$ cat src/brng_pkg.sv
package brng_pkg;

    localparam int SAMPLE_W = 16;
    localparam int SQ_W     = 32;
    localparam int SUM_W    = 36;
    localparam int THR_W    = 31;
    localparam int STEP_W   = 17;
    localparam int GAIN_W   = 17;

    localparam logic [GAIN_W-1:0] GAIN_ONE = 17'h10000;
    localparam logic [SUM_W-1:0]  SUM_MAX  = {SUM_W{1'b1}};

    // register indexes (word address paddr[3:2])
    localparam logic [1:0] REG_OPEN_THR  = 2'd0;
    localparam logic [1:0] REG_CLOSE_THR = 2'd1;
    localparam logic [1:0] REG_ATTACK    = 2'd2;
    localparam logic [1:0] REG_RELEASE   = 2'd3;

    typedef struct packed {
        logic sample_en;  // stored sample enters the square/accumulate path
        logic mul_en;     // form threshold * count
        logic cmp_en;     // update gate flag, clear sum
    } pwr_ctrl_t;

    typedef struct packed {
        logic step_en;    // ramp gain one step
        logic load_en;    // load output register
        logic last;       // final result of the block
    } gain_ctrl_t;

endpackage

$ cat src/brng_store.sv
module brng_store #(
    parameter int DEPTH = 64,
    parameter int AW    = 6
) (
    input  logic                          aclk,
    input  logic                          wr_en,
    input  logic [AW-1:0]                 wr_addr,
    input  logic [brng_pkg::SAMPLE_W-1:0] wr_data,
    input  logic                          rd_en,
    input  logic [AW-1:0]                 rd_addr,
    output logic [brng_pkg::SAMPLE_W-1:0] rd_data
);

    logic [brng_pkg::SAMPLE_W-1:0] mem [DEPTH];
    logic [brng_pkg::SAMPLE_W-1:0] rd_data_reg;

    always_ff @(posedge aclk) begin
        if (wr_en) begin
            mem[wr_addr] <= wr_data;
        end
    end

    always_ff @(posedge aclk) begin
        if (rd_en) begin
            rd_data_reg <= mem[rd_addr];
        end
    end

    assign rd_data = rd_data_reg;

endmodule

$ cat src/brng_power.sv
module brng_power #(
    parameter int CNT_W = 7
) (
    input  logic                                 aclk,
    input  logic                                 aresetn,
    input  brng_pkg::pwr_ctrl_t                  ctrl,
    input  logic signed [brng_pkg::SAMPLE_W-1:0] sample,
    input  logic [CNT_W-1:0]                     fill_count,
    input  logic [brng_pkg::THR_W-1:0]           open_thr,
    input  logic [brng_pkg::THR_W-1:0]           close_thr,
    output logic                                 gate_open
);

    localparam int PROD_W = brng_pkg::THR_W + CNT_W;
    localparam int CMP_W  = (PROD_W > brng_pkg::SUM_W) ? PROD_W : brng_pkg::SUM_W;

    logic signed [brng_pkg::SQ_W-1:0]  sq;
    logic [brng_pkg::SQ_W-1:0]         sq_reg;
    logic                              sq_vld_reg, sq_vld_next;
    logic [brng_pkg::SUM_W:0]          sum_add;
    logic [brng_pkg::SUM_W-1:0]        sum_reg, sum_next;
    logic [PROD_W-1:0]                 prod_reg;
    logic [brng_pkg::THR_W-1:0]        thr_sel;
    logic [CMP_W-1:0]                  sum_cmp, prod_cmp;
    logic                              gate_reg, gate_next;

    assign sq      = sample * sample;
    assign sum_add = {1'b0, sum_reg} + (brng_pkg::SUM_W+1)'(sq_reg);
    assign thr_sel = gate_reg ? close_thr : open_thr;
    assign sum_cmp  = CMP_W'(sum_reg);
    assign prod_cmp = CMP_W'(prod_reg);

    always_comb begin
        sq_vld_next = ctrl.sample_en;
        sum_next    = sum_reg;
        gate_next   = gate_reg;
        if (ctrl.cmp_en) begin
            sum_next = '0;
            if (!gate_reg) begin
                if (sum_cmp > prod_cmp) gate_next = 1'b1;
            end else begin
                if (sum_cmp < prod_cmp) gate_next = 1'b0;
            end
        end else if (sq_vld_reg) begin
            // saturating accumulate
            sum_next = sum_add[brng_pkg::SUM_W] ? brng_pkg::SUM_MAX
                                                : sum_add[brng_pkg::SUM_W-1:0];
        end
    end

    always_ff @(posedge aclk) begin
        if (!aresetn) begin
            sq_vld_reg <= 1'b0;
            sum_reg    <= '0;
            gate_reg   <= 1'b0;
        end else begin
            sq_vld_reg <= sq_vld_next;
            sum_reg    <= sum_next;
            gate_reg   <= gate_next;
        end
    end

    always_ff @(posedge aclk) begin
        if (ctrl.sample_en) begin
            sq_reg <= brng_pkg::SQ_W'(sq);
        end
        if (ctrl.mul_en) begin
            prod_reg <= PROD_W'(thr_sel) * PROD_W'(fill_count);
        end
    end

    assign gate_open = gate_reg;

endmodule

$ cat src/brng_gain.sv
module brng_gain (
    input  logic                                 aclk,
    input  logic                                 aresetn,
    input  brng_pkg::gain_ctrl_t                 ctrl,
    input  logic                                 gate_open,
    input  logic [brng_pkg::STEP_W-1:0]          attack_step,
    input  logic [brng_pkg::STEP_W-1:0]          release_step,
    input  logic signed [brng_pkg::SAMPLE_W-1:0] rd_data,
    output logic signed [brng_pkg::SAMPLE_W-1:0] sample_out,
    output logic                                 last_out
);

    logic [brng_pkg::GAIN_W-1:0]          gain_reg, gain_next;
    logic [brng_pkg::GAIN_W:0]            gain_up;
    logic signed [33:0]                   prod;
    logic signed [brng_pkg::SAMPLE_W-1:0] sample_out_reg;
    logic                                 last_out_reg;

    assign gain_up = {1'b0, gain_reg} + (brng_pkg::GAIN_W+1)'(attack_step);

    always_comb begin
        gain_next = gain_reg;
        if (ctrl.step_en) begin
            if (gate_open && gain_reg < brng_pkg::GAIN_ONE) begin
                gain_next = (gain_up > (brng_pkg::GAIN_W+1)'(brng_pkg::GAIN_ONE))
                          ? brng_pkg::GAIN_ONE : gain_up[brng_pkg::GAIN_W-1:0];
            end else if (!gate_open && gain_reg != '0) begin
                gain_next = (gain_reg > release_step) ? gain_reg - release_step : '0;
            end
        end
    end

    always_ff @(posedge aclk) begin
        if (!aresetn) begin
            gain_reg <= '0;
        end else begin
            gain_reg <= gain_next;
        end
    end

    // floor(sample * gain / 2^16)
    assign prod = rd_data * $signed({1'b0, gain_reg});

    always_ff @(posedge aclk) begin
        if (ctrl.load_en) begin
            sample_out_reg <= prod[31:16];
            last_out_reg   <= ctrl.last;
        end
    end

    assign sample_out = sample_out_reg;
    assign last_out   = last_out_reg;

    gain_range_a: assert property (@(posedge aclk) disable iff (!aresetn)
        gain_reg <= brng_pkg::GAIN_ONE)
        else $error("gain above unity");

endmodule

$ cat src/block_rms_noise_gate.sv
// Block noise gate with hysteresis on mean block power.
//
// Input channel (s_*): signed 16-bit samples, s_last_in_block marks the end
// of a block. Samples load one per cycle into the block store while the
// squares are summed. Samples beyond BLOCK_MAX in a block are dropped; a
// dropped sample marked last still closes the block.
// After the last sample, S_MUL forms threshold*count and S_CMP updates
// the gate flag; then each buffered sample is read (S_READ, store read
// port) and scaled by the ramped Q16 gain (S_MULT, output multiplier),
// one sample at a time, a stalled output holding the next read. Input is
// not taken during read-out.
// Output channel (m_*): one request per buffered sample, m_last_out on the
// final one. A stalled receiver holds the output register and the read-out
// pauses; the next block may start loading while the final result waits.
// Config: APB, 4 word registers (open/close threshold, attack/release step),
// for the user to write only while idle; the block does not enforce it. pready is tied high.
// Reset (aresetn, sync, low): gate closed, gain 0, counters and power sum
// cleared, registers at defaults. The store needs no clearing.
module block_rms_noise_gate #(
    parameter int BLOCK_MAX = 64
) (
    input  logic               aclk,
    input  logic               aresetn,
    // input samples
    input  logic               s_valid,
    output logic               s_ready,
    input  logic signed [15:0] s_sample_in,
    input  logic               s_last_in_block,
    // gated samples
    output logic               m_valid,
    input  logic               m_ready,
    output logic signed [15:0] m_sample_out,
    output logic               m_last_out,
    // config
    input  logic               psel,
    input  logic               penable,
    input  logic               pwrite,
    input  logic [3:0]         paddr,
    input  logic [31:0]        pwdata,
    output logic [31:0]        prdata,
    output logic               pready
);

    localparam int AW    = (BLOCK_MAX > 1) ? $clog2(BLOCK_MAX) : 1;
    localparam int CNT_W = $clog2(BLOCK_MAX + 1);

    localparam logic [2:0] S_LOAD = 3'd0;  // taking samples
    localparam logic [2:0] S_MUL  = 3'd1;  // threshold * count, last add
    localparam logic [2:0] S_CMP  = 3'd2;  // gate decision
    localparam logic [2:0] S_READ = 3'd3;  // store read, gain step
    localparam logic [2:0] S_MULT = 3'd4;  // scale into output register

    logic [2:0]                  state_reg, state_next;
    logic [CNT_W-1:0]            fill_count_reg, fill_count_next;
    logic [AW-1:0]               rd_idx_reg, rd_idx_next;
    logic                        m_valid_reg, m_valid_next;

    logic [brng_pkg::THR_W-1:0]  open_thr_reg, close_thr_reg;
    logic [brng_pkg::STEP_W-1:0] attack_reg, release_reg;

    logic                        in_acc, store_en, out_load, rd_last, cfg_wr;
    logic [brng_pkg::SAMPLE_W-1:0] rd_data;
    logic                        gate_open;
    brng_pkg::pwr_ctrl_t         pwr_ctrl;
    brng_pkg::gain_ctrl_t        gain_ctrl;

    // ---------------- config port ----------------
    assign pready = 1'b1;
    assign cfg_wr = psel && penable && pwrite;

    always_ff @(posedge aclk) begin
        if (!aresetn) begin
            open_thr_reg  <= 31'd1074;
            close_thr_reg <= 31'd107;
            attack_reg    <= 17'd137;
            release_reg   <= 17'd14;
        end else if (cfg_wr) begin
            case (paddr[3:2])
                brng_pkg::REG_OPEN_THR:  open_thr_reg  <= pwdata[brng_pkg::THR_W-1:0];
                brng_pkg::REG_CLOSE_THR: close_thr_reg <= pwdata[brng_pkg::THR_W-1:0];
                brng_pkg::REG_ATTACK:    attack_reg    <= pwdata[brng_pkg::STEP_W-1:0];
                brng_pkg::REG_RELEASE:   release_reg   <= pwdata[brng_pkg::STEP_W-1:0];
                default: ;
            endcase
        end
    end

    always_comb begin
        case (paddr[3:2])
            brng_pkg::REG_OPEN_THR:  prdata = 32'(open_thr_reg);
            brng_pkg::REG_CLOSE_THR: prdata = 32'(close_thr_reg);
            brng_pkg::REG_ATTACK:    prdata = 32'(attack_reg);
            brng_pkg::REG_RELEASE:   prdata = 32'(release_reg);
            default:                 prdata = '0;
        endcase
    end

    // ---------------- sequencer ----------------
    assign s_ready  = (state_reg == S_LOAD);
    assign in_acc   = s_valid && s_ready;
    assign store_en = in_acc && (fill_count_reg < CNT_W'(BLOCK_MAX));
    assign out_load = (state_reg == S_MULT) && (!m_valid_reg || m_ready);
    assign rd_last  = ((CNT_W'(rd_idx_reg) + CNT_W'(1)) == fill_count_reg);

    always_comb begin
        state_next      = state_reg;
        fill_count_next = fill_count_reg;
        rd_idx_next     = rd_idx_reg;
        m_valid_next    = m_ready ? 1'b0 : m_valid_reg;
        if (out_load) m_valid_next = 1'b1;

        case (state_reg)
            S_LOAD: begin
                if (store_en) fill_count_next = fill_count_reg + CNT_W'(1);
                if (in_acc && s_last_in_block) state_next = S_MUL;
            end
            S_MUL: state_next = S_CMP;
            S_CMP: state_next = S_READ;
            S_READ: state_next = S_MULT;
            S_MULT: begin
                if (out_load) begin
                    if (rd_last) begin
                        state_next      = S_LOAD;
                        fill_count_next = '0;
                        rd_idx_next     = '0;
                    end else begin
                        state_next  = S_READ;
                        rd_idx_next = rd_idx_reg + AW'(1);
                    end
                end
            end
            default: state_next = S_LOAD;
        endcase
    end

    always_ff @(posedge aclk) begin
        if (!aresetn) begin
            state_reg      <= S_LOAD;
            fill_count_reg <= '0;
            rd_idx_reg     <= '0;
            m_valid_reg    <= 1'b0;
        end else begin
            state_reg      <= state_next;
            fill_count_reg <= fill_count_next;
            rd_idx_reg     <= rd_idx_next;
            m_valid_reg    <= m_valid_next;
        end
    end

    assign m_valid = m_valid_reg;

    assign pwr_ctrl.sample_en = store_en;
    assign pwr_ctrl.mul_en    = (state_reg == S_MUL);
    assign pwr_ctrl.cmp_en    = (state_reg == S_CMP);

    assign gain_ctrl.step_en = (state_reg == S_READ);
    assign gain_ctrl.load_en = out_load;
    assign gain_ctrl.last    = rd_last;

    // ---------------- datapath ----------------
    brng_store #(
        .DEPTH (BLOCK_MAX),
        .AW    (AW)
    ) u_store (
        .aclk    (aclk),
        .wr_en   (store_en),
        .wr_addr (fill_count_reg[AW-1:0]),
        .wr_data (s_sample_in),
        .rd_en   (state_reg == S_READ),
        .rd_addr (rd_idx_reg),
        .rd_data (rd_data)
    );

    brng_power #(
        .CNT_W (CNT_W)
    ) u_power (
        .aclk       (aclk),
        .aresetn    (aresetn),
        .ctrl       (pwr_ctrl),
        .sample     (s_sample_in),
        .fill_count (fill_count_reg),
        .open_thr   (open_thr_reg),
        .close_thr  (close_thr_reg),
        .gate_open  (gate_open)
    );

    brng_gain u_gain (
        .aclk         (aclk),
        .aresetn      (aresetn),
        .ctrl         (gain_ctrl),
        .gate_open    (gate_open),
        .attack_step  (attack_reg),
        .release_step (release_reg),
        .rd_data      (rd_data),
        .sample_out   (m_sample_out),
        .last_out     (m_last_out)
    );

    // ---------------- checks ----------------
    fill_bound_a: assert property (@(posedge aclk) disable iff (!aresetn)
        fill_count_reg <= CNT_W'(BLOCK_MAX))
        else $error("fill count past block limit");

    rd_bound_a: assert property (@(posedge aclk) disable iff (!aresetn)
        (state_reg == S_READ) |-> (CNT_W'(rd_idx_reg) < fill_count_reg))
        else $error("read index past stored samples");

    block_end_a: assert property (@(posedge aclk) disable iff (!aresetn)
        (out_load && rd_last) |=> (state_reg == S_LOAD && fill_count_reg == '0))
        else $error("block not closed after final result");

    last_in_a: assert property (@(posedge aclk) disable iff (!aresetn)
        (in_acc && s_last_in_block) |=> (state_reg == S_MUL && !s_ready))
        else $error("last sample did not start the decision");

endmodule

$ cat config.mk
export PLATFORM = sky130hd
export DESIGN_NAME = block_rms_noise_gate
export DESIGN_NICKNAME = d
export VERILOG_FILES = /design/src/brng_pkg.sv /design/src/brng_store.sv /design/src/brng_power.sv /design/src/brng_gain.sv /design/src/block_rms_noise_gate.sv
export SDC_FILE = /design/constraint.sdc
export NUM_CORES = 2
export LEC_CHECK = 0
export BUFFER_PORTS_ARGS = -buffer_cell sky130_fd_sc_hd__buf_4
export CORE_ASPECT_RATIO = 1.1
export CORE_UTILIZATION = 55
export CTS_BUF_LIST = sky130_fd_sc_hd__clkbuf_4
export CTS_CLUSTER_SIZE = 40
export DETAILED_ROUTE_END_ITERATION = 16
export PLACE_DENSITY_LB_ADDON = 0.05
export SKIP_LAST_GASP = 1
export SLEW_MARGIN = 20
export SYNTH_ARGS = -nofsm -noshare
export SYNTH_HDL_FRONTEND = slang
export SYNTH_SLANG_ARGS = --single-unit
$ cat constraint.sdc
create_clock -name aclk -period 6.3 [get_ports aclk]
set_clock_uncertainty 0.15 [all_clocks]
set_input_delay 0 -clock aclk [delete_from_list [all_inputs] [get_ports aclk]]
set_output_delay 0 -clock aclk [all_outputs]
set_load 0.005 [all_outputs]
==> out/summary.json <==
{
  "setup_path": {
    "critical_path_arrival_ns": 7.04,
    "crit_path_max_fanout": 7,
    "critical_path.max_stage_delay_ns": 0.54,
    "cp_num_buf_inv": 6,
    "startpoint_type": "flop",
    "cp_cell_sequence": "buf_6, buf_4, and2_1, fa_1, inv_1, fa_1, fa_1, inv_1, fa_1, fa_1, inv_1, fa_1, inv_1, ha_1, or3_1, o2111ai_4, a21oi_4, o2111ai_4, nand3b_1, a21oi_2, xnor2_1",
    "cpMostUsedCell": "sky130_fd_sc_hd__fa_1",
    "library_cell_contributing_the_largest_single_delay_on_the_critical_path": "sky130_fd_sc_hd__fa_1",
    "cpLargestDelayFamily": "adder cells",
    "critical_path_required_ns": 7.18,
    "critical_path_class": "reg2reg",
    "critPathCaptureType": "flop"
  },
  "floorplan": {
    "top_level_ports": 112,
    "fp.dieH_um": 396,
    "die_area_mm2": 0.142,
    "die_x_um": 360,
    "row_count": 144,
    "core_mm2": 0.140,
    "starting_utilization_of_the_core_area_pct": 55.4
  },
  "synthesis": {
    "ys.flop_type": "sky130_fd_sc_hd__edfxtp_1",
    "yosys_warnings": 0,
    "netlist_instances": 5799,
    "synth.ff_latch_count": 1294,
    "async_set_reset_flop_share_out_of_synthesis_pct": 0,
    "syn_avg_cell_area_um2": 13.4,
    "synth.net_count": 6807,
    "ys_seq_area_share_pct": 48.0,
    "ys_types": 81,
    "synth_edf_count": 1126,
    "most_area_hungry_cell_type_in_the_yosys_netlist": "sky130_fd_sc_hd__edfxtp_1",
    "syn-cell-area_mm2": 0.0775,
    "synth_area_leaders": "sky130_fd_sc_hd__edfxtp_1 44%, sky130_fd_sc_hd__fa_1 15%, sky130_fd_sc_hd__mux4_2 10%, sky130_fd_sc_hd__ha_1 5.8%, sky130_fd_sc_hd__dfxtp_1 4.3%",
    "synthDominantCellAreaShare_pct": 43.6
  },
  "timing": {
    "timing.slew.headroom_pct": 26.3,
    "setup-violations-final": 0,
    "period_share_pct": 97.9,
    "maxSlewViolCount": 0,
    "layout_min_cycle_time_ns": 6.16,
    "final-hold-violation-count": 0,
    "tightestPinTransition_ns": 1.10,
    "worst_hold_slack_ns": 0.155,
    "rsz0062_at_grt": "yes",
    "final.setup.worst_slack_ns": 0.135,
    "maximum_clock_frequency_ghz": 0.162
  },
  "cells_and_area": {
    "final_core_utilization_pct": 62.8,
    "drive_above_1_share_pct": 19.9,
    "largest_register_ffs": 1024,
    "fin_nets": 7462,
    "post_synthesis_to_final_layout_area_growth_pct": 13.3
  },
  "placement": {
    "port_buffers": 106,
    "final_hpwl_dp_um": 129000,
    "pre_cts_slack_ns": -0.320,
    "globalplace.congestion": 0.862
  },
  "pwr": {
    "vdd.ir_drop.worst_mv": 0.773,
    "power_leakage_nw": 34.6,
    "power-per-cell-area_mw_per_mm2": 324
  },
  "clock_network": {
    "cts-buffers-inserted": 344,
    "cts_tree": "done",
    "worst_skew_pair.late_latency_ns": 1.28,
    "cts.path.max_buffers": 4,
    "cts_htree_levels": 5,
    "clk_sink_count": 1294,
    "cts_root_buf": "sky130_fd_sc_hd__clkbuf_4",
    "clk_pin_slew_ns": 0.06
  },
  "route": {
    "wl_um": 192000,
    "via_count": 48300,
    "wl_per_cell_um": 22.6,
    "route.detailed.drc": 0,
    "antenna_left": 0,
    "via_per_inst": 5.68,
    "drt_iter0_markers": 4155,
    "detail_route.first_pass.iterations": 7
  },
  "grt": {
    "grt_overflow_total": 0,
    "antenna_found_initial": 6,
    "grt_util_all_layers_pct": 27.7,
    "pin_count_of_the_biggest_net_entering_global_routing": 108,
    "grt_pass1_wl_um": 298000,
    "grt_pass1_vias": 50700
  },
  "hold_path": {
    "min_path_type": "in2reg"
  },
  "run": {
    "drv.max_cap_violation_count": 0
  },
  "run_status": {
    "status": "finished clean"
  }
}
## final timing paths
path | start | endpoint | slack (ns) | cells after the start
setup / recovery | u_store.rd_data[4]$_DFFE_PP_ | u_gain.sample_out[14]$_DFFE_PP_ | 0.14 | 21
hold / removal | pwdata[1] | close_thr_reg[1]$_SDFFE_PN1P_ | 0.15 | 5
setup reg to reg | u_store.rd_data[4]$_DFFE_PP_ | u_gain.sample_out[14]$_DFFE_PP_ | 0.14 | 21
hold reg to reg | close_thr_reg[29]$_SDFFE_PN0P_ | close_thr_reg[29]$_SDFFE_PN0P_ | 0.33 | 2
## metal layers
layer  wire length [um]  part of all wire, %  GRT usage, %
met1              81300                   42          38.0
met2              94700                   49          46.1
met3              12400                  6.5          4.97
met4               3710                  1.9          7.01
met5                 13               0.0068             0
## report_power, final
group          switching (W)  internal (W)
Clock                0.00339       0.00378
Sequential          0.000146       0.00999
Combinational        0.00612       0.00508
## area by class of cell
cell class                 count  area [um2]
fill                       10900       52100
inverter                     815        3060
clock inverter                80         500
timing repair buffer         548        4660
multi-input combinational   3451       36500
antenna                       11        27.5
clock buffer                 482        3620
tap                         1825        2280
sequential                  1294       37200
## tightest hold or removal path, delay by kind of cell
kind / cells / cell delay (ns)
and+or+nand+nor: 2 / 0.16
buffers and inverters: 3 / 1.33
## per-stage QoR
step	instances	total power (W)	cell area (um2)	TNS [ns]
CTS	8493	0.0288	87700	0
floorplan	5799	0.0179	77500	0
global route	8504	0.0306	87800	-0.293
detailed placement	7744	0.0215	81700	-1.11
finish	8506	0.0285	87800	0
global placement	7744	0.0213	81700	-1.16
## kinds of logic (layout without fill, tap and decap cells)
logic type / after synthesis / count (layout) / synth area share (%)
fa+ha+maj: 948 / 948 / 21.0
other cells: 2 / 13 / 0.00969
buf+inv: 1054 / 1925 / 5.18
flops: 1294 / 1294 / 48.0
compound gates: 610 / 610 / 5.18
mux: 401 / 401 / 10.9
simple gates: 1335 / 1335 / 8.01
xor+xnor: 155 / 155 / 1.75
## synthesized netlist by cell type (5+ instances only)
master,count
sky130_fd_sc_hd__buf_2,26
sky130_fd_sc_hd__nand4_1,20
sky130_fd_sc_hd__a31o_2,6
sky130_fd_sc_hd__a21oi_1,134
sky130_fd_sc_hd__o21ai_1,14
sky130_fd_sc_hd__a211o_1,6
sky130_fd_sc_hd__nor3b_1,7
sky130_fd_sc_hd__o21a_1,26
sky130_fd_sc_hd__or3_1,13
sky130_fd_sc_hd__a21o_1,60
sky130_fd_sc_hd__a31oi_1,45
sky130_fd_sc_hd__mux2_2,29
sky130_fd_sc_hd__inv_1,814
sky130_fd_sc_hd__dfxtp_1,168
sky130_fd_sc_hd__xnor2_1,107
sky130_fd_sc_hd__and3_1,14
sky130_fd_sc_hd__nand2_1,615
sky130_fd_sc_hd__a211oi_1,13
sky130_fd_sc_hd__mux4_2,353
sky130_fd_sc_hd__o211ai_1,9
sky130_fd_sc_hd__nor3_1,33
sky130_fd_sc_hd__and2_1,233
sky130_fd_sc_hd__o21ai_0,114
sky130_fd_sc_hd__fa_1,587
sky130_fd_sc_hd__nand2b_1,40
sky130_fd_sc_hd__a22oi_1,6
sky130_fd_sc_hd__nand3_1,57
sky130_fd_sc_hd__ha_1,361
sky130_fd_sc_hd__a21boi_0,85
sky130_fd_sc_hd__or2_2,8
sky130_fd_sc_hd__clkbuf_1,184
sky130_fd_sc_hd__nand3b_1,11
sky130_fd_sc_hd__edfxtp_1,1126
sky130_fd_sc_hd__o211a_1,5
sky130_fd_sc_hd__nor4_1,11
sky130_fd_sc_hd__o21bai_1,27
sky130_fd_sc_hd__nor2b_1,46
sky130_fd_sc_hd__nor2_1,216
sky130_fd_sc_hd__buf_1,24
sky130_fd_sc_hd__xor2_1,48
sky130_fd_sc_hd__o31ai_1,6
sky130_fd_sc_hd__mux2i_1,19
## layout by cell type (no fill, tap or decap), types with 107 or more instances in the layout
master / n
sky130_fd_sc_hd__edfxtp_1: 1126
sky130_fd_sc_hd__inv_1: 813
sky130_fd_sc_hd__nand2_1: 615
sky130_fd_sc_hd__fa_1: 585
sky130_fd_sc_hd__clkbuf_4: 482
sky130_fd_sc_hd__ha_1: 360
sky130_fd_sc_hd__buf_4: 354
sky130_fd_sc_hd__mux4_2: 353
sky130_fd_sc_hd__and2_1: 227
sky130_fd_sc_hd__nor2_1: 212
sky130_fd_sc_hd__dlygate4sd3_1: 185
sky130_fd_sc_hd__dfxtp_1: 162
sky130_fd_sc_hd__a21oi_1: 130
sky130_fd_sc_hd__o21ai_0: 110
sky130_fd_sc_hd__xnor2_1: 107
## timing repair
action                     in CTS  in global routing
setup buffers                   2                  2
resized for setup               7                 32
pin swaps                       4                 24
setup endpoints to repair       8                 17
cloned                          0                  0
hold buffers                  185                  0
hold endpoints to repair     1504                  0
No activity file was read; power rests on OpenSTA's default activity.
